### config.mk
export PLATFORM = sky130hd
export DESIGN_NAME = dc_ram
export DESIGN_NICKNAME = d
export VERILOG_FILES = /design/src/sv/dc_ram.sv
export SDC_FILE = /design/constraint.sdc
export NUM_CORES = 1
export LEC_CHECK = 0
export BUFFER_PORTS_ARGS = -buffer_cell sky130_fd_sc_hd__clkbuf_2
export CORE_UTILIZATION = 30
export CTS_BUF_LIST = sky130_fd_sc_hd__clkbuf_4
export CTS_CLUSTER_SIZE = 20
export DETAILED_ROUTE_END_ITERATION = 16
export HOLD_SLACK_MARGIN = 0.05
export PLACE_DENSITY = 0.5
export SETUP_SLACK_MARGIN = 0.05
export SYNTH_ARGS = -nofsm -noshare
export SYNTH_HDL_FRONTEND = slang
export SYNTH_SLANG_ARGS = --single-unit
### constraint.sdc
create_clock -name clock -period 3.25 [get_ports clock]
set_input_delay 0.8125 -clock clock [delete_from_list [all_inputs] [get_ports clock]]
set_output_delay 0.8125 -clock clock [all_outputs]
set_load 0.05 [all_outputs]
### src/sv/dc_ram.sv
// ----------------------------------------------------------------------------
// dc_ram: generic single-write, single-read synchronous RAM
// One write port, one read port, read data registered.
// ----------------------------------------------------------------------------
module dc_ram #(
   parameter int DEPTH = 4,
   parameter int WIDTH = 8
) (
   input  logic                                   clock,
   input  logic                                   we,
   input  logic [((DEPTH > 1) ? $clog2(DEPTH) : 1)-1:0] waddr,
   input  logic [WIDTH-1:0]                       wdata,
   input  logic [((DEPTH > 1) ? $clog2(DEPTH) : 1)-1:0] raddr,
   output logic [WIDTH-1:0]                       rdata
);
   logic [WIDTH-1:0] mem [DEPTH];

   always_ff @(posedge clock) begin
      if (we) begin
         mem[waddr] <= wdata;
      end
      rdata <= mem[raddr];
   end
endmodule

# Word-level counts from Yosys, hierarchy flattened
# Memory sizes are Yosys's and may differ from the RTL's. A register that Yosys moved wholly into a read port is not among the register bits.
# Index checks and enable logic that the tools add are counted.
[word_totals]
reg_bits = 0
ramBits = 32
in_bits = 14
output_inout_bits = 8
elab_cells = 3
mem_count = 1
[mem_list]
columns = ["name", "words", "width", "rd", "rd_clocked_by_memory_dff", "write_ports", "line", "rtl"]
rows = [
  ["mem", 4, 8, 1, 1, 1, "16", "logic [WIDTH-1:0] mem [DEPTH];"],
]
[classes]
mux = 2
[op_table]
columns = ["cell", "count"]
rows = [
  ["$mux W1", 2],
]

# Depth between registers and ports, before layout
# Gate-level depths: netlist (run 1).
[logic_depth]
depth_word = 2
depth_mapped = 2
ltp_nobuf = 1

# Least setup slack after synthesis (run 1)
# Ideal clock, no wire load.
[synth_path]
path_kind = "input to register"
startpoint = "in waddr[0] (netlist bit)"
endpoint = "mem mem[0][0], enable pin"
setup_ns = 0.385
arrival_ns = 1.491
t_required_ns = 2.865
slack_ns = 1.373
cell_stages = 1
n_path_buf = 0
path_cell_list = "nor3b_1"
[synth_lines]
columns = ["item", "line", "rtl"]
rows = [
  ["start, declared", "11", "input logic [((DEPTH > 1) ? $clog2(DEPTH) : 1)-1:0] waddr,"],
  ["end, declared", "16", ""],
]
# No word-level cell before the write port.

# Worst setup path in the final report (run 1)
[layout_path]
startpoint = "reg rdata[5] (read register of mem)"
endpoint = "out rdata[5]"
[layout_lines]
columns = ["item", "line", "rtl"]
rows = [
  ["start, declared", "14", "output logic [WIDTH-1:0] rdata"],
]
# No word-level cell between the ends.

==> flow_metrics.env, run 1 <==
export IMPL_crit_chain="clkbuf_2"
export IMPL_seq_area_frac_synth_pct=83.12
export IMPL_cts_buffer_depth=2
export IMPL_routedWlPerCell_um=15.20
export IMPL_grt_pass1_wl_um=3284
export IMPL_use_met3_pct=4.094
export IMPL_holdWs_ns=0.5539
export IMPL_hold_class="reg -> reg"
export IMPL_synth_area_um2=1349
export IMPL_cpPeakStageDelay_ns=0.34
export IMPL_critPathLaunchType="register"
export IMPL_grt_remaining_overflow=0
export IMPL_period_minus_slack_ns=1.768
export IMPL_num_fill_cells=429
export IMPL_grt_usage_pct=9.877
export IMPL_grt_antenna_before_repair=0
export IMPL_setup_viol=0
export IMPL_max_slew_worst_pin_slew_ns=0.4627
export IMPL_endpoint_kind="primary output"
export IMPL_crit_fanout=1
export IMPL_power_w=0.0009086
export IMPL_gp_congestion=0.6157
export IMPL_die_height_um=69.05
export IMPL_cts_resized=0
export IMPL_ys_ff_latch=40
export IMPL_multi_input_area_um2=211.5
export IMPL_fp_dieW_um=69.05
export IMPL_dpl_instance_area_um2=1510
export IMPL_initial_core_util_pct=31.19
export IMPL_vias_per_cell=4.534
export IMPL_cts_reportedPaths_clkPinSlew_ns=0.11
export IMPL_drc_errors=0
export IMPL_hold_buffers=0
export IMPL_status="finished, final reports clean"
export IMPL_port_buffers=21
export IMPL_finalCritPeriodShare_pct=54.40
export IMPL_syn_nets=68
export IMPL_cts_htree_levels=2
export IMPL_netlist_instances=54
export IMPL_rsz0062_at_grt="false"
export IMPL_design_area_um2=1560
export IMPL_postCtsSetupBuffers=0
export IMPL_finalSetupTns_ns=0
export IMPL_worstPathArrival_ns=0.96
export IMPL_final_max_slew_viol_count=0
export IMPL_core_area_um2=4324
export IMPL_rows=24
export IMPL_ir_worst_vdd_uv=178.6
export IMPL_vias=603
export IMPL_leakage_nw=0.5574
export IMPL_cp_top_family="flip-flops"
export IMPL_nNetsFinal=95
export IMPL_use_met2_pct=14.99
export IMPL_firstDrtPassIters=5
export IMPL_layout_drive_gt1_share_pct=45.68
export IMPL_cts_tree="yes"
export IMPL_grt_busiest_layer="met2"
export IMPL_insertion_delay_ns=0.33
export IMPL_dieArea_um2=4768
export IMPL_ant_nets=0
export IMPL_syn_area_per_cell_um2=24.98
export IMPL_met1_usage_pct=11.90
export IMPL_crit_type="reg -> out"
export IMPL_crit_buf_inv=1
export IMPL_seq_area_um2=1121
export IMPL_io_pins=22
export IMPL_ys_types=8
export IMPL_hold_viol=0
export IMPL_drtIter0Drc=26
export IMPL_cap_violations=0
export IMPL_slew_headroom_pct=69.15
export IMPL_diodes=0
export IMPL_ys_warn_count=0
export IMPL_syn_to_final_growth_pct=15.68
export IMPL_cts_root_buf="clkbuf_4"
export IMPL_worst_clock_skew_ns=0.01248
export IMPL_crit_required_ns=2.44
export IMPL_grt_pass1_vias=638
export IMPL_grt_start_max_net_pins=12
export IMPL_cts_sinks=40
export IMPL_p_per_area_nw_per_um2=582.3
export IMPL_totalWireLength_um=2022
export IMPL_crit_slowest_cell="dfxtp_1"
export IMPL_fmax_ghz=0.5656
export IMPL_numCtsBuffers=5
kinds of logic (layout without fill, tap and decap cells):
family | Yosys count | after routing | synth area share, %
and+or+nand+nor | 4 | 4 | 2.320
buffers and inverters | 2 | 29 | 1.206
DFF | 40 | 40 | 83.12
muxes | 8 | 8 | 13.36
flip-flops by register name, summed over array words and instances, names as in the netlist:
signal	cells
mem	32
rdata	8
synth_stat cells:
master	number	area [µm²]
and3_1	1	6.260
edfxtp_1	32	960.9
mux4_2	8	180.2
buf_6	1	11.26
nor3b_1	1	7.510
dfxtp_1	8	160.2
and3b_1	2	17.52
clkbuf_2	1	5.000
per-layer routing:
layer	up-vias	part of all wire, %	routed length [µm]
met4	0	2.3	46
met1	302	43	863
met3	7	4.9	100
li1	274	-	-
met2	20	50	1012
met5	-	0	0
cell type report:
cell class / instances / share of cell area, %
clock buffer: 6 / 2.887
clock inverter: 1 / 0.3208
multi-input combinational: 12 / 13.55
sequential: 40 / 71.85
tap: 52 / 4.170
timing repair buffer: 22 / 7.217
path summary, 6_finish.rpt:
kind,startpoint,end,slack [ns],cells after the start
max,rdata[5],rdata[5],1.48,1
min,mem[0][1],rdata[1],0.55,1
max reg2reg,mem[3][7],rdata[7],2.26,1
min reg2reg,mem[0][1],rdata[1],0.55,1
cell usage in the layout, fill, tap and decap left out:
cell type,netlist,layout
nor3b_1,1,1
clkinv_2,0,1
clkbuf_4,0,6
buf_4,0,1
and3_1,1,1
mux4_2,8,8
dfxtp_1,8,8
clkbuf_2,1,21
edfxtp_1,32,32
and3b_1,2,2
power breakdown:
part | internal, W | total (W) | switching, W
Clock | 0.0000881 | 0.000232 | 0.000144
Sequential | 0.000583 | 0.000590 | 0.00000678
Combinational | 0.0000281 | 0.0000866 | 0.0000585
Total | 0.000699 | 0.000909 | 0.000209
metrics by stage:
stage / util (%) / setup slack (ns) / std cells
3_5_place_dp: 34.92 / 1.416 / 126
5_1_grt: 36.08 / 1.429 / 133
4_1_cts: 36.08 / 1.469 / 133
2_1_floorplan: - / 1.373 / 54
6_report: 36.08 / 1.482 / 133
3_3_place_gp: 34.92 / 1.434 / 126
No activity file was read; power rests on OpenSTA's default activity.
==> run 2: changes to the inputs <==
Clock period 3.25 ns to 1.8 ns, I/O delays scaled along.
==> flow_metrics.env, run 2 (same netlist as run 1, synthesis figures left out) <==
export IMPL_leakage_nw=0.5574
export IMPL_worstPathArrival_ns=0.94
export IMPL_ant_nets=0
export IMPL_top_regs="mem (32), rdata (8)"
export IMPL_totalWireLength_um=2054
export IMPL_setup_viol=0
export IMPL_grt_pass1_wl_um=3305
export IMPL_max_slew_worst_pin_slew_ns=0.4528
export IMPL_initial_core_util_pct=31.19
export IMPL_grt_start_max_net_pins=12
export IMPL_largest_register_ffs=32
export IMPL_hold_class="in -> reg"
export IMPL_cts_resized=0
export IMPL_gp_congestion=0.6157
export IMPL_layout_drive_gt1_share_pct=45.68
export IMPL_max_flop_register="mem"
export IMPL_rows=24
export IMPL_fmax_ghz=0.7175
export IMPL_final_max_slew_viol_count=0
export IMPL_cts_root_buf="clkbuf_4"
export IMPL_diodes=0
export IMPL_cts_htree_levels=2
export IMPL_rsz0062_at_grt="false"
export IMPL_numCtsBuffers=5
export IMPL_hold_viol=0
export IMPL_worst_clock_skew_ns=0.005706
export IMPL_final_common_cell="edfxtp_1"
export IMPL_finalCritPeriodShare_pct=77.43
export IMPL_grt_pass1_vias=649
export IMPL_io_pins=22
export IMPL_cp_top_family="flip-flops"
export IMPL_core_area_um2=4324
export IMPL_critPathLaunchType="register"
export IMPL_vias_per_cell=4.511
export IMPL_vias=600
export IMPL_drc_errors=0
export IMPL_fp_dieW_um=69.05
export IMPL_crit_required_ns=1.35
export IMPL_holdWs_ns=0.3298
export IMPL_crit_slowest_cell="dfxtp_1"
export IMPL_port_buffers=21
export IMPL_cpPeakStageDelay_ns=0.34
export IMPL_crit_buf_inv=1
export IMPL_cts_reportedPaths_clkPinSlew_ns=0.11
export IMPL_crit_type="reg -> out"
export IMPL_ir_worst_vdd_uv=339.1
export IMPL_routedWlPerCell_um=15.44
export IMPL_dieArea_um2=4768
export IMPL_grt_remaining_overflow=0
export IMPL_period_minus_slack_ns=1.394
export IMPL_postCtsSetupBuffers=0
export IMPL_die_height_um=69.05
export IMPL_num_fill_cells=424
export IMPL_cts_tree="yes"
export IMPL_finalSetupTns_ns=0
export IMPL_firstDrtPassIters=4
export IMPL_slew_headroom_pct=69.82
export IMPL_drtIter0Drc=49
export IMPL_crit_chain="clkbuf_2"
export IMPL_cts_sinks=40
export IMPL_layout_common_cells="edfxtp_1 (32), clkbuf_2 (21), mux4_2 (8), dfxtp_1 (8), clkbuf_4 (6)"
export IMPL_endpoint_kind="primary output"
export IMPL_crit_fanout=1
export IMPL_hold_buffers=0
export IMPL_cap_violations=0
export IMPL_insertion_delay_ns=0.33
export IMPL_nNetsFinal=95
export IMPL_status="finished, final reports clean"
export IMPL_grt_antenna_before_repair=0
export IMPL_grt_usage_pct=9.747
export IMPL_p_per_area_nw_per_um2=1051
export IMPL_syn_to_final_growth_pct=15.68
export IMPL_cts_buffer_depth=2
## run 2: path summary, 6_finish.rpt
check | startpoint | end | slack [ns] | cells past startpoint
min | wdata[2] | mem[3][2] | 0.33 | 1
max reg2reg | mem[3][7] | rdata[7] | 0.81 | 1
max | rdata[5] | rdata[5] | 0.41 | 1
min reg2reg | mem[3][1] | rdata[1] | 0.56 | 1
## run 2: where the power goes
| group | internal, W | switching [W] |
|---|---|---|
| Clock | 0.000159 | 0.000259 |
| Sequential | 0.00105 | 0.0000118 |
| Combinational | 0.0000508 | 0.000107 |
## run 2: area by class of cell
class / count / area [µm²] / share of cell area (%)
clock buffers: 6 / 45.04 / 2.887
flip-flops and latches: 40 / 1121 / 71.85
multi-input cells: 12 / 211.5 / 13.55
repair buffers: 22 / 112.6 / 7.217
clock inverters: 1 / 5.005 / 0.3208
well taps: 52 / 65.06 / 4.170
## run 2: per-layer routing
metal  global-route usage (%)  part of all wire (%)
met2                    14.89                    48
met1                    11.89                    48
met3                    4.094                   3.9
met4                    4.762                  0.68
met5                        0                     0
## run 2: per-stage QoR
stage / worst slack (ns) / total power, W / utilization, % / cell area, µm² / cells
CTS: 0.3939 / 0.001652 / 36.08 / 1560 / 133
detailed placement: 0.3277 / 0.001247 / 34.92 / 1510 / 126
global route: 0.3428 / 0.001702 / 36.08 / 1560 / 133
floorplan: 0.2859 / 0.001195 / - / 1349 / 54
finish: 0.4063 / 0.001641 / 36.08 / 1560 / 133
global placement: 0.3487 / 0.001242 / 34.92 / 1510 / 126
==> run 3: changes to the inputs <==
Settings changed: ABC_AREA set to 1, PLACE_DENSITY 0.5 to 0.49.
Clock period 1.8 ns to 1.3 ns, I/O delays scaled along.
==> flow_metrics.env, run 3 <==
export IMPL_place_detailed_hpwl_um=2080
export IMPL_finalCritPeriodShare_pct=93.43
export IMPL_critPathLaunchType="register"
export IMPL_ys_ff_latch=40
export IMPL_endpoint_kind="primary output"
export IMPL_numCtsBuffers=5
export IMPL_synthArstFlopShare_pct=0
export IMPL_hold_viol=0
export IMPL_final_common_cell="nand2_1"
export IMPL_io_pins=22
export IMPL_yosysMostFrequentCell="nand2_1"
export IMPL_grt_antenna_before_repair=0
export IMPL_crit_type="reg -> out"
export IMPL_crit_chain="clkbuf_4"
export IMPL_cap_violations=0
export IMPL_netlist_instances=141
export IMPL_slew_headroom_pct=81.87
export IMPL_grt_start_max_net_pins=17
export IMPL_diodes=0
export IMPL_cts_tree="yes"
export IMPL_fmax_ghz=0.8233
export IMPL_top_regs="mem (32), rdata (8)"
export IMPL_syn_area_per_cell_um2=10.98
export IMPL_gp_congestion=0.8308
export IMPL_finalSetupTns_ns=0
export IMPL_die_height_um=73.83
export IMPL_status="finished, final reports clean"
export IMPL_vias=970
export IMPL_synth_top_cell_by_area="edfxtp_1"
export IMPL_fp_dieW_um=73.83
export IMPL_setup_viol=0
export IMPL_synth_top_cell_area_share_pct=62.09
export IMPL_drtIter0Drc=20
export IMPL_nNetsFinal=185
export IMPL_crit_buf_inv=1
export IMPL_ir_worst_vdd_uv=527.6
export IMPL_holdWs_ns=0.2153
export IMPL_worst_clock_skew_ns=0.005463
export IMPL_cpPeakStageDelay_ns=0.33
export IMPL_crit_slowest_cell="dfxtp_1"
export IMPL_layout_common_cells="nand2_1 (40), inv_1 (36), edfxtp_1 (32)"
export IMPL_synth_main_ff_cell="edfxtp_1"
export IMPL_cts_buffer_depth=2
export IMPL_hold_class="in -> reg"
export IMPL_final_max_slew_viol_count=0
export IMPL_ys_warn_count=0
export IMPL_max_flop_register="mem"
export IMPL_ant_nets=0
export IMPL_syn_nets=155
export IMPL_period_minus_slack_ns=1.215
export IMPL_ys_types=10
export IMPL_leakage_nw=0.8540
export IMPL_vias_per_cell=4.076
export IMPL_synth_commonest_cells="nand2_1 (40), inv_1 (36), edfxtp_1 (32), nand3_1 (16), dfxtp_1 (8)"
export IMPL_synth_area_um2=1548
export IMPL_cts_root_buf="clkbuf_4"
export IMPL_drc_errors=0
export IMPL_largest_register_ffs=32
export IMPL_rows=25
export IMPL_layout_drive_gt1_share_pct=21.64
export IMPL_core_area_um2=4848
export IMPL_grt_pass1_wl_um=4685
export IMPL_grt_pass1_vias=954
export IMPL_firstDrtPassIters=4
export IMPL_insertion_delay_ns=0.35
export IMPL_initial_core_util_pct=31.92
export IMPL_crit_required_ns=0.98
export IMPL_routedWlPerCell_um=11.55
export IMPL_cts_reportedPaths_clkPinSlew_ns=0.11
export IMPL_cts_sinks=40
export IMPL_rsz0062_at_grt="false"
export IMPL_p_per_area_nw_per_um2=1276
export IMPL_cts_htree_levels=2
export IMPL_max_slew_worst_pin_slew_ns=0.2716
export IMPL_worstPathArrival_ns=0.89
export IMPL_synth_edf_count=32
export IMPL_crit_fanout=1
export IMPL_dieArea_um2=5450
export IMPL_hold_buffers=0
export IMPL_grt_usage_pct=12.33
export IMPL_totalWireLength_um=2750
export IMPL_synthTopCellsByArea="edfxtp_1 (62%), dfxtp_1 (10%), nand2_1 (9.7%)"
export IMPL_cp_top_family="flip-flops"
export IMPL_syn_to_final_growth_pct=18.84
export IMPL_port_buffers=21
export IMPL_grt_remaining_overflow=0
export IMPL_seq_area_frac_synth_pct=72.43
run 3: cell types whose count changed after synthesis:
cell      delta
and3b_1      -2
inv_4        +1
buf_2        +1
buf_4        +1
nand3_1     +16
inv_1       +36
nor3_1       +4
mux4_2       -8
clkbuf_2     -1
nand2_1     +40
buf_6        +1
and3_1       -1
nor3b_1      -1
run 3: timing repair:
| item | CTS | global route |
|---|---|---|
| pin swaps | 0 | 0 |
| endpoints found under the setup margin | 8 | 6 |
| buffers inserted | 0 | 0 |
| gates resized for setup | 8 | 6 |
run 3: final cells by class:
class                   count  area [µm²]
inverters                  37       141.4
multi-input cells          60       260.3
fillers                   493        3009
clock buffers               5       37.54
flip-flops and latches     40        1121
clock inverters             2       12.51
repair buffers             27       182.7
well taps                  67       83.83
run 3: worst paths after layout:
check              end      start  depth (start not counted)  slack, ns
max reg2reg   rdata[5]  mem[2][5]                          4       0.55
min reg2reg   rdata[7]  mem[0][7]                          4       0.55
max           rdata[0]   rdata[0]                          1       0.09
min          mem[1][3]   wdata[3]                          1       0.22
run 3: power breakdown:
group | total [W] | leakage [nW] | internal, W | switching [W]
sequential | 0.00147 | 0.361 | 0.00146 | 0.0000180
clock | 0.000585 | 0.0271 | 0.000197 | 0.000388
combinational | 0.000287 | 0.466 | 0.0000903 | 0.000197
run 3: cells by family (layout without fill, tap and decap cells):
group | Yosys count | in the layout | synth area share [%]
buffers and inverters | 41 | 71 | 11.40
and+or+nand+nor | 60 | 60 | 16.17
DFF | 40 | 40 | 72.43
run 3: layer usage:
layer  GRT usage (%)  wire [µm]  up-vias
met5               0          0        -
met4           6.410         59        0
met3           4.115        122        6
met2           18.55       1264       27
met1           15.73       1303      442
li1                -          -      495
run 3: per-stage QoR:
| stage | cell area [µm²] | power (W) | std cells | util, % | setup slack (ns) |
|---|---|---|---|---|---|
| finish | 1839 | 0.002346 | 238 | 37.94 | 0.08543 |
| detailed placement | 1769 | 0.001781 | 231 | 36.49 | 0.1377 |
| global route | 1839 | 0.002453 | 238 | 37.94 | 0.05114 |
| floorplan | 1558 | 0.001687 | 141 | - | -0.08275 |
| global placement | 1769 | 0.001782 | 231 | 36.49 | 0.1312 |
| CTS | 1839 | 0.002373 | 238 | 37.94 | 0.06193 |
