**src/sv/dc_pkg.sv**
```systemverilog
// ----------------------------------------------------------------------------
// dc_pkg: shared types and constants of the write-through data cache
// Geometry, operation and status codes, line states and control structs.
// ----------------------------------------------------------------------------
package dc_pkg;

   localparam int WAYS       = 4;
   localparam int SETS       = 4;
   localparam int LINE_BYTES = 64;

   localparam int NLINES  = SETS * WAYS;
   localparam int OFF_W   = $clog2(LINE_BYTES);
   localparam int SET_B   = $clog2(SETS);
   localparam int SET_W   = (SETS > 1) ? SET_B : 1;
   localparam int WAY_W   = (WAYS > 1) ? $clog2(WAYS) : 1;
   localparam int LIDX_W  = (NLINES > 1) ? $clog2(NLINES) : 1;
   localparam int TAG_W   = 64 - OFF_W - SET_B;
   localparam int STAMP_W = 32;
   localparam int LINE_W  = LINE_BYTES * 8;

   localparam logic [2:0] OP_READ  = 3'd0;
   localparam logic [2:0] OP_WRITE = 3'd1;
   localparam logic [2:0] OP_FILL  = 3'd2;
   localparam logic [2:0] OP_SNOOP = 3'd3;
   localparam logic [2:0] OP_INVAL = 3'd4;

   localparam logic [3:0] ST_HIT       = 4'd0;
   localparam logic [3:0] ST_MISS_SENT = 4'd1;
   localparam logic [3:0] ST_MISS_PEND = 4'd2;
   localparam logic [3:0] ST_NO_WAY    = 4'd3;
   localparam logic [3:0] ST_WR_BLOCK  = 4'd4;
   localparam logic [3:0] ST_LINE_INV  = 4'd5;
   localparam logic [3:0] ST_WR_SENT   = 4'd6;
   localparam logic [3:0] ST_ACCEPTED  = 4'd7;
   localparam logic [3:0] ST_BAD_RANGE = 4'd8;

   typedef enum logic [1:0] {
      LS_EMPTY, LS_LOADING, LS_FULL, LS_INVALID
   } line_state_type;

   typedef enum logic [1:0] {
      FSM_IDLE, FSM_LOOKUP, FSM_DATA, FSM_OUT
   } fsm_type;

   typedef struct packed {
      logic             hit;
      logic             alloc;
      logic [WAY_W-1:0] hit_way;
      logic [WAY_W-1:0] alloc_way;
   } lookup_type;

   // Byte lanes covered by an access of size bytes (1..8).
   function automatic logic [7:0] size_mask(input logic [3:0] size);
      logic [7:0] m;
      for (int k = 0; k < 8; k++) begin
         m[k] = (4'(k) < size);
      end
      return m;
   endfunction

endpackage

```
**src/sv/dc_lookup.sv**
```systemverilog
// ----------------------------------------------------------------------------
// dc_lookup: way selection for one set
// Finds the matching way, else an empty way, else the oldest full way.
// ----------------------------------------------------------------------------
module dc_lookup (
   input  logic [dc_pkg::TAG_W-1:0]                   tag,
   input  logic [dc_pkg::WAYS-1:0][dc_pkg::TAG_W-1:0]   way_tags,
   input  logic [dc_pkg::WAYS-1:0][dc_pkg::STAMP_W-1:0] way_stamps,
   input  dc_pkg::line_state_type [dc_pkg::WAYS-1:0]   way_states,
   output dc_pkg::lookup_type                          result
);
   always_comb begin
      logic                        empty_found;
      logic                        repl_found;
      logic [dc_pkg::WAY_W-1:0]    empty_way;
      logic [dc_pkg::WAY_W-1:0]    repl_way;
      logic [dc_pkg::STAMP_W-1:0]  repl_stamp;
      empty_found = 1'b0;
      repl_found  = 1'b0;
      empty_way   = '0;
      repl_way    = '0;
      repl_stamp  = '0;
      result      = '0;
      for (int w = 0; w < dc_pkg::WAYS; w++) begin
         if (way_states[w] == dc_pkg::LS_EMPTY) begin
            empty_found = 1'b1;
            empty_way   = dc_pkg::WAY_W'(w);
         end else if (way_tags[w] == tag) begin
            if (!result.hit) begin
               result.hit     = 1'b1;
               result.hit_way = dc_pkg::WAY_W'(w);
            end
         end else if (way_states[w] == dc_pkg::LS_FULL &&
                      (!repl_found || way_stamps[w] < repl_stamp)) begin
            repl_found = 1'b1;
            repl_way   = dc_pkg::WAY_W'(w);
            repl_stamp = way_stamps[w];
         end
      end
      result.alloc     = !result.hit && (empty_found || repl_found);
      result.alloc_way = empty_found ? empty_way : repl_way;
   end
endmodule

```
**config.mk**
```make
export PLATFORM = sky130hd
export DESIGN_NAME = dc_lookup
export DESIGN_NICKNAME = d
export VERILOG_FILES = /design/src/sv/dc_pkg.sv /design/src/sv/dc_lookup.sv
export SDC_FILE = /design/constraint.sdc
export NUM_CORES = 1
export LEC_CHECK = 0
export BUFFER_PORTS_ARGS = -buffer_cell sky130_fd_sc_hd__buf_2
export CORE_AREA = 2 2 162 164
export DETAILED_ROUTE_END_ITERATION = 16
export DIE_AREA = 0 0 164 166
export GPL_ROUTABILITY_DRIVEN = 0
export PLACE_DENSITY = 0.49
export RECOVER_POWER = 100
export REMOVE_ABC_BUFFERS = 1
export SYNTH_ARGS = -nofsm -noshare
export SYNTH_HDL_FRONTEND = slang
export SYNTH_SLANG_ARGS = --single-unit
export TNS_END_PERCENT = 30
```
**constraint.sdc**
```tcl
create_clock -name vclk -period 8.9
set_clock_uncertainty 0.2 [all_clocks]
set_input_delay 0 -clock vclk [all_inputs]
set_output_delay 0 -clock vclk [all_outputs]
set_load 0.05 [all_outputs]
```
# Word-level counts from Yosys, hierarchy flattened

Index checks and enable logic that the tools add are counted.

Muxes and demuxes: 55
$lt $le $gt $ge: 3
Eq/ne operators: 8
Reduce and logical (&&, ||, !) cells: 16

Operators by type and width:

| kind                                 | number |
|---|---|
| 32-bit 2-to-1 mux                    | 9 |
| 56-bit == test                       | 4 |
| 32-bit less-than comparator          | 3 |
| 1-bit 2-to-1 mux                     | 31 |
| 2-bit 2-to-1 mux                     | 15 |
| 2-bit == test, second input constant | 4 |
| 2-bit zero test                      | 4 |
| 1-bit logical AND                    | 4 |
| 1-bit zero test                      | 4 |
| 1-bit logical OR                     | 4 |

Word-level logic and storage cells: 82
Input port bits: 416
Register bits after elaboration: 0

# Longest topological paths before layout

Gate-level depths: netlist of the first run.

Word-level depth: 24
Mapped depth: 41
Depth with buffers taken out: 35

# Worst setup path after synthesis of the first run

Ideal clock, no wire load.

Kind: in2out
Start: in tag[12] (netlist name)
End: out result[1] (netlist name)
Setup slack: 1,000 ps
Stages: 37
Arrival: 7,700 ps
Path through: xor2_1 -> nor4_1 -> nand4_1 -> nor4_2 -> nor2_1 -> buf_6 -> clkbuf_1 -> buf_1 -> nand2_1 -> ha_1 -> and4_1 -> or3b_1 -> o311ai_1 -> a21oi_1 -> o21ai_2 -> clkbuf_1 -> a31oi_1 -> ha_1 -> a21o_1 -> a21oi_1 -> o221ai_1 -> a221o_1 -> a21o_1 -> nor3_1 -> nor2_2 -> clkbuf_1 -> a31o_1 -> ha_1 -> a21o_1 -> a21o_1 -> a21o_1 -> a21o_1 -> a221o_1 -> nor4_1 -> o311ai_2 -> o21ai_0 -> o21a_1

RTL lines:

| item            | line            | source |
|---|---|---|
| start, declared | dc_lookup.sv:6  | `input logic [dc_pkg::TAG_W-1:0] tag,` |
| end, declared   | dc_lookup.sv:10 | `output dc_pkg::lookup_type result` |

==> out/qor.yml, run 1 <==
power_density_mw_per_mm2: 54.98
synth.area.top_cells: "xor2_1 31%, ha_1 20%, nor4_1 6.1%, a21oi_1 4.6%, a31oi_1 3.5%"
cp_top_family: "simple AND/OR/NAND/NOR gates"
antenna_found_initial: 6
area_growth_pct: 49.19
yosys.area_share.simple: 0.2192
min-delay-start: "way_states[7]"
synthAdderAreaFrac: 0.1962
synth_xor_area_frac: 0.3307
crit_type: "in2out"
synthMuxAreaShare: 0
die_h_um: 166
grt.total_usage: 0.2331
regArea_um2: 0
grt-ovfl-total: 0
drv_slew: 0
n_sequential_cell: 0
outcome: "completed"
fmax_mhz: 119.3
worst-path-buf-inv: 7
avgSynthCellArea_um2: 7.314
vias_per_cell: 4.885
multi_input_area_mm2: 0.005753
dp_hpwl_um: 31160
max_slew_margin: 0.4638
hold_path_depth: 4
holdCritPathClass: "in2out"
fp-row-count: 59
ant_nets: 0
synth-compound-area-share: 0.2090
setup_viol: 0
startpoint_type: "input pin"
synth_top_area_share: 0.3071
ys_seq_area_frac: 0
grt_pass1_wl_um: 46840
total_power_uw: 486.6
routed_wl_um: 34200
slowest_delay_ps: 610
hold_buffers: 0
grt_max_degree: 36
arrival_ps: 8190
yosysMostFrequentCell: "xor2_1"
critPathCaptureType: "primary output"
drc: 0
n_clock_buffer: 0
drv_cap: 0
final_nets: 1766
drt_iter0_drc: 375
die_w_um: 164
dieArea_mm2: 0.02722
io_pins: 422
ir_drop_mv: 0.02749
grt_pass1_vias: 7756
yosys_warnings: 0
drive_gt1_frac: 0.3968
worst_path_max_delay_cell: "or4b_2"
finalHoldViolations: 0
synth_cell_types: 54
port_buffers: 422
netlist_instances: 811
min_to: "result[0]"
worst_pin_slew_ps: 800.8
placedInstanceArea_mm2: 0.008742
synth_top_family_by_area: "XOR/XNOR gates"
core_area_mm2: 0.02562
stdcell_area_mm2: 0.008850
fin_crit_sh: 0.9422
start_util: 0.2316
tns_ps: 0
cp_data_required_time_ps: 8700
layout_min_cycle_time_ps: 8385
wl_per_cell_um: 21.43
synth_top_cell_by_area: "xor2_1"
yosys-top-cells-count: "208 x xor2_1, 93 x ha_1, 58 x nor4_1"
dr.pass1.iters: 5
n_fill_cell: 2785
routed-via-count: 7796
synth.cell_area_mm2: 0.005932
crit_fanout: 35
power.leakage_uw: 0.004384
==> cells by family (layout without fill, tap and decap cells) <==
group | after synthesis | count (layout)
other | 0 | 6
xor gates and xnor gates | 224 | 224
AOI/OAI and AO/OA | 185 | 185
and+or+nand+nor | 247 | 248
buffers and inverters | 62 | 505
adders and majority gates | 93 | 93
==> through the flow <==
step	worst slack (ps)	hold slack [ps]	utilization	instances
6_report	514.6	341.9	0.3455	1596
5_1_grt	-4.134	374.9	0.3453	1594
4_1_cts	133.6	347.9	0.3413	1585
3_5_place_dp	173.0	331.9	0.3413	1585
3_3_place_gp	197.0	359.0	0.3413	1585
2_1_floorplan	-1952	86.25	-	785
==> repair_timing <==
item | in CTS | in global routing
resized for setup | 0 | 9
setup endpoints to repair | 0 | 2
setup buffers | 0 | 4
==> tightest hold or removal path: stages <==
cell,delay (ps)
buf_2,110
o32ai_1,120
a211o_1,160
buf_12,140
==> placed cells by master, fill, tap and decap left out, types with 2 or more instances in the layout <==
master | synthesis | final
or2_2 | 3 | 3
nor3_1 | 9 | 9
nor2b_1 | 7 | 7
inv_1 | 36 | 36
nor2_4 | 0 | 2
nor4_4 | 0 | 2
a221o_1 | 2 | 2
a221oi_1 | 2 | 2
buf_12 | 0 | 5
a31oi_1 | 33 | 32
diode_2 | 0 | 6
ha_1 | 93 | 93
buf_4 | 2 | 44
a31o_2 | 12 | 12
a21o_1 | 16 | 16
o211ai_1 | 7 | 7
nand2b_1 | 5 | 5
nand3_1 | 13 | 13
or3_1 | 2 | 2
buf_2 | 9 | 416
a2111oi_0 | 2 | 2
and4_1 | 3 | 3
xor2_1 | 208 | 208
o21a_1 | 5 | 5
o21ai_0 | 17 | 17
nand2_1 | 51 | 51
o22ai_1 | 2 | 2
a211oi_1 | 4 | 4
clkbuf_1 | 11 | 4
nor2_1 | 52 | 51
a31o_1 | 19 | 19
nand4_1 | 32 | 32
nor4_2 | 2 | 6
a21oi_1 | 54 | 54
xnor2_1 | 16 | 16
nor4_1 | 58 | 52
==> metal layers <==
layer	vias to the layer above	share of wire	track usage
met5	-	0.00038	0
met2	301	0.55	0.4693
met3	36	0.050	0.02348
met4	2	0.026	0.06407
li1	3884	-	-
met1	3573	0.38	0.2510
==> cell type report <==
type                            instances  area share
Multi-Input combinational cell        750      0.6501
Tap cell                              335     0.04736
Timing Repair Buffer                  469      0.2856
Antenna cell                            6    0.001697
Inverter                               36     0.01527
==> worst max path at each step <==
stage / start / to / slack (ps) / depth (start not counted)
after floorplan: way_tags[40] / result[1] / -1950 / 32
after global placement: tag[54] / result[0] / 200 / 40
after detailed placement: tag[54] / result[0] / 170 / 40
after CTS: tag[54] / result[0] / 130 / 38
after global routing: tag[36] / result[0] / -4 / 39
final: tag[54] / result[0] / 510 / 38
==> where the power goes <==
group	internal, µW	total, µW	leakage, µW	switching, µW
clock	0.0000905	0.0000905	0.0000000380	0
sequential	0	0	0	0
combinational	227	487	0.00438	260
total	227	487	0.00438	260
No activity file was read; power rests on OpenSTA's default activity.
==> run 2, diff against run 1 <==
Settings changed: PLACE_DENSITY 0.49 to 0.5.
Clock period 8.9 ns to 7.55 ns, I/O delays scaled along.
==> out/qor.yml, run 2 (synthesis results as in run 1) <==
outcome: "complete, but fails checks"
violations: "negative setup slack"
grt_util_met2: 0.4931  # +0.02375
stdcell_area_mm2: 0.01004  # +13%
power_density_mw_per_mm2: 65.52  # +19%
cp_data_required_time_ps: 7350  # -1350 ps
min-delay-start: "way_states[7]"
crit_fanout: 23  # -34%
routed_wl_um: 35880  # +4.9%
layout_setup_ws_ps: -618.3  # -1133 ps
grt_util_met3: 0.02847  # +0.004995
fin_worst_hold_slack_ps: 346.1  # +4.171 ps
drt_iter0_drc: 379  # +1.1%
n_clock_buffer: 0  # unchanged
antenna_found_initial: 12  # +6
min_to: "result[0]"
finalHoldViolations: 0  # unchanged
dp_hpwl_um: 33130  # +6.3%
placedInstanceArea_mm2: 0.009793  # +12%
layout_common_cells: "417 x buf_2, 208 x xor2_1, 172 x buf_4"
vias_per_cell: 4.827  # -1.2%
arrival_ps: 7970  # -220 ps
grt.total_usage: 0.2500  # +0.01686
io_pins: 422  # unchanged
ant_nets: 0  # unchanged
critPathCaptureType: "primary output"
wl_per_cell_um: 20.66  # -3.6%
area_growth_pct: 69.20
start_util: 0.2316  # unchanged
n_sequential_cell: 0  # unchanged
fin_crit_sh: 1.082
hold_buffers: 0  # unchanged
worst_path_max_delay_cell: "or4b_2"
final_nets: 1901  # +7.6%
startpoint_type: "input pin"
grt-ovfl-total: 0  # unchanged
hold_path_depth: 4  # unchanged
holdCritPathClass: "in2out"
grt_max_degree: 24  # -33%
drc: 0  # unchanged
worst_pin_slew_ps: 764.6  # -36.19 ps
core_area_mm2: 0.02562  # unchanged
tns_ps: -1168  # -1168 ps
die_w_um: 164  # unchanged
crit_top_cell: "buf_4"
grt-busiest-layer: "met2"
regArea_um2: 0  # unchanged
dieArea_mm2: 0.02722  # unchanged
drive_gt1_frac: 0.4676  # +0.07081
slowest_delay_ps: 590  # -20 ps
total_power_uw: 657.6  # +35%
layout_min_cycle_time_ps: 8168
cp_top_family: "simple AND/OR/NAND/NOR gates"
max_slew_margin: 0.4771  # +0.01329
fmax_mhz: 122.4
die_h_um: 166  # unchanged
dr.pass1.iters: 5  # unchanged
critical_path.startpoint: "tag[18]"
worst-path-buf-inv: 12  # +5
grt_use_met1: 0.2688  # +0.01782
grt_pass1_wl_um: 50580  # +8.0%
rsz0062_at_grt: "yes"
routed-via-count: 8384  # +7.5%
grt_pass1_vias: 8661  # +12%
drv_cap: 0  # unchanged
crit_type: "in2out"
drv_slew: 0  # unchanged
setup_viol: 2  # +2
final_common_cell: "buf_2"
port_buffers: 422  # unchanged
ir_drop_mv: 0.02969  # +8.0%
power.leakage_uw: 0.005068  # +16%
fin_util: 0.3918  # +0.04635
path_depth: 45  # +18%
fp-row-count: 59  # unchanged
run 2: cell count changes in the layout (fill, tap and decap cells not counted), moves of 5 or more:
cell / change
a21oi_1: -5
buf_4: +128
buf_12: +5
diode_2: +6
run 2: report_power, final:
group | internal [µW] | switching [µW] | total [µW]
Combinational | 332 | 325 | 658
Sequential | 0 | 0 | 0
Clock | 0.000213 | 0 | 0.000213
Total | 332 | 325 | 658
run 2: layout make-up:
cell class | count | area, µm²
tap | 335 | 419.2
fill | 2796 | 15580
inverter | 36 | 135.1
timing repair buffer | 604 | 3616
antenna | 12 | 30.03
multi-input combinational | 750 | 5837
run 2: repair_timing:
item,in CTS,in global routing
endpoints found under the setup margin,2,2
gates cloned,1,0
pin swaps,8,9
resized for setup,26,7
setup buffers,4,0
run 2: how the worst max path moves through the flow:
| stage | end | slack [ps] |
|---|---|---|
| after CTS | result[0] | -600 |
| after detailed placement | result[0] | -940 |
| final | result[0] | -620 |
| after global routing | result[0] | -1070 |
| after global placement | result[0] | -960 |
| after floorplan | result[1] | -3300 |
run 2: routing by layer:
layer  wire, µm  vias up
met5         23        -
met4       1362        4
met3       1941       52
met2      19190      331
met1      13360     3834
li1           -     4163
run 2: metrics by stage:
stage / setup slack, ps / std cells
floorplan: -3302 / 785
finish: -618.3 / 1737
CTS: -601.4 / 1725
detailed placement: -942.2 / 1720
global placement: -955.1 / 1720
global route: -1069 / 1734
==> run 3, diff against run 2 <==
--- a/config.mk
+++ b/config.mk
@@ -13,3 +13,3 @@
 export PLACE_DENSITY = 0.5
-export RECOVER_POWER = 100
+export RECOVER_POWER = 25
 export REMOVE_ABC_BUFFERS = 1
--- a/constraint.sdc
+++ b/constraint.sdc
@@ -4,2 +4,2 @@
 set_output_delay 0 -clock vclk [all_outputs]
-set_load 0.05 [all_outputs]
+set_load 0.01 [all_outputs]
==> out/qor.yml, run 3 (synthesis results as in run 1) <==
outcome: "complete, but fails checks"
violations: "negative setup slack"
routed_wl_um: 35810  # -0.20%
antenna_found_initial: 16  # +4
drv_slew: 0  # unchanged
grt-ovfl-total: 0  # unchanged
grt_pass1_vias: 8693  # +0.37%
placedInstanceArea_mm2: 0.009723  # -0.72%
power.leakage_uw: 0.005074  # +0.11%
stdcell_area_mm2: 0.01002  # -0.16%
setup_viol: 2  # unchanged
drive_gt1_frac: 0.4712  # +0.003556
fmax_mhz: 122.9  # +0.37%
layout_min_cycle_time_ps: 8138  # -30.08 ps
arrival_ps: 7940  # -30 ps
startpoint_type: "input pin"
area_growth_pct: 68.93
final_nets: 1899  # -0.11%
layoutNonFillerInstCount: 1737  # unchanged
crit_top_cell: "buf_4"
rsz0062_at_grt: "yes"
max_slew_margin: 0.5102  # +0.03306
wl_per_cell_um: 20.62  # -0.20%
n_clock_buffer: 0  # unchanged
die_w_um: 164  # unchanged
power_density_mw_per_mm2: 64.83  # -1.1%
start_util: 0.2316  # unchanged
worst_pin_slew_ps: 728.0  # -36.54 ps
drv_cap: 0  # unchanged
routed-via-count: 8310  # -0.88%
port_buffers: 422  # unchanged
layout_common_cells: "422 x buf_2, 207 x xor2_1, 172 x buf_4"
regArea_um2: 0  # unchanged
crit_fanout: 22  # -4.3%
drc: 0  # unchanged
n_sequential_cell: 0  # unchanged
drt_iter0_drc: 393  # +3.7%
holdCritPathClass: "in2out"
ant_nets: 0  # unchanged
dp_hpwl_um: 33220  # +0.28%
ir_drop_mv: 0.03011  # +1.4%
io_pins: 422  # unchanged
worst_path_max_delay_cell: "or3b_4"
grt_max_degree: 23  # -4.2%
total_power_uw: 649.7  # -1.2%
dieArea_mm2: 0.02722  # unchanged
final_common_cell: "buf_2"
critPathCaptureType: "primary output"
grt.total_usage: 0.2504  # +0.0003892
hold_path_depth: 4  # unchanged
finalHoldViolations: 0  # unchanged
fp-row-count: 59  # unchanged
dr.pass1.iters: 4  # -1
grt_pass1_wl_um: 50490  # -0.19%
core_area_mm2: 0.02562  # unchanged
dp_cells: 1718  # -0.12%
crit_type: "in2out"
layout_setup_ws_ps: -588.2  # +30.08 ps
tns_ps: -1115  # +53.32 ps
die_h_um: 166  # unchanged
slowest_delay_ps: 430  # -160 ps
cp_data_required_time_ps: 7350  # about the same
vias_per_cell: 4.784  # -0.88%
fin_crit_sh: 1.078  # -0.003984
## run 3: report_power, final
group	switching, µW	internal [µW]	leakage, µW
sequential	0	0	0
clock	0	0.000249	0.0000000887
combinational	320	330	0.00507
## run 3: worst max-delay path: cells and delay by family
| kind | cells | cell delay (ps) |
|---|---|---|
| AOI/OAI and AO/OA | 16 | 3020 |
| xor gates and xnor gates | 1 | 170 |
| buffers and inverters | 11 | 1780 |
| adders and majority gates | 3 | 710 |
| and+or+nand+nor | 13 | 2190 |
## run 3: worst paths after layout
check,start,to,slack (ps)
max,tag[6],result[0],-590
min,way_states[7],result[0],290
## run 3: cell type report
cell class / instances / area [µm²]
Timing Repair Buffer: 603 / 3557
Inverter: 36 / 135.1
Fill cell: 2810 / 15600
Tap cell: 335 / 419.2
Multi-Input combinational cell: 749 / 5874
Antenna cell: 14 / 35.03
## run 3: metal layers
metal / global-route usage / vias to the layer above / part of all wire
met1: 0.2653 / 3794 / 0.37
met5: 0 / - / 0.00089
met2: 0.4967 / 296 / 0.55
li1: - / 4172 / -
met3: 0.03921 / 42 / 0.056
met4: 0.07361 / 6 / 0.025
## run 3: repair_timing
item / 4_1_cts / 5_1_grt
hold buffers: 0 / 0
resized for setup: 24 / 14
setup endpoints to repair: 2 / 2
pin swaps: 11 / 4
cloned: 1 / 1
setup buffers: 3 / 0
## run 3: per-stage QoR
step                hold WS (ps)  utilization  setup slack, ps
floorplan                 -44.76            -            -3058
global placement           305.9       0.3796           -897.3
detailed placement         294.7       0.3796            -1001
CTS                        300.1       0.3867           -502.5
global route               301.8       0.3910            -1050
finish                     287.4       0.3912           -588.2
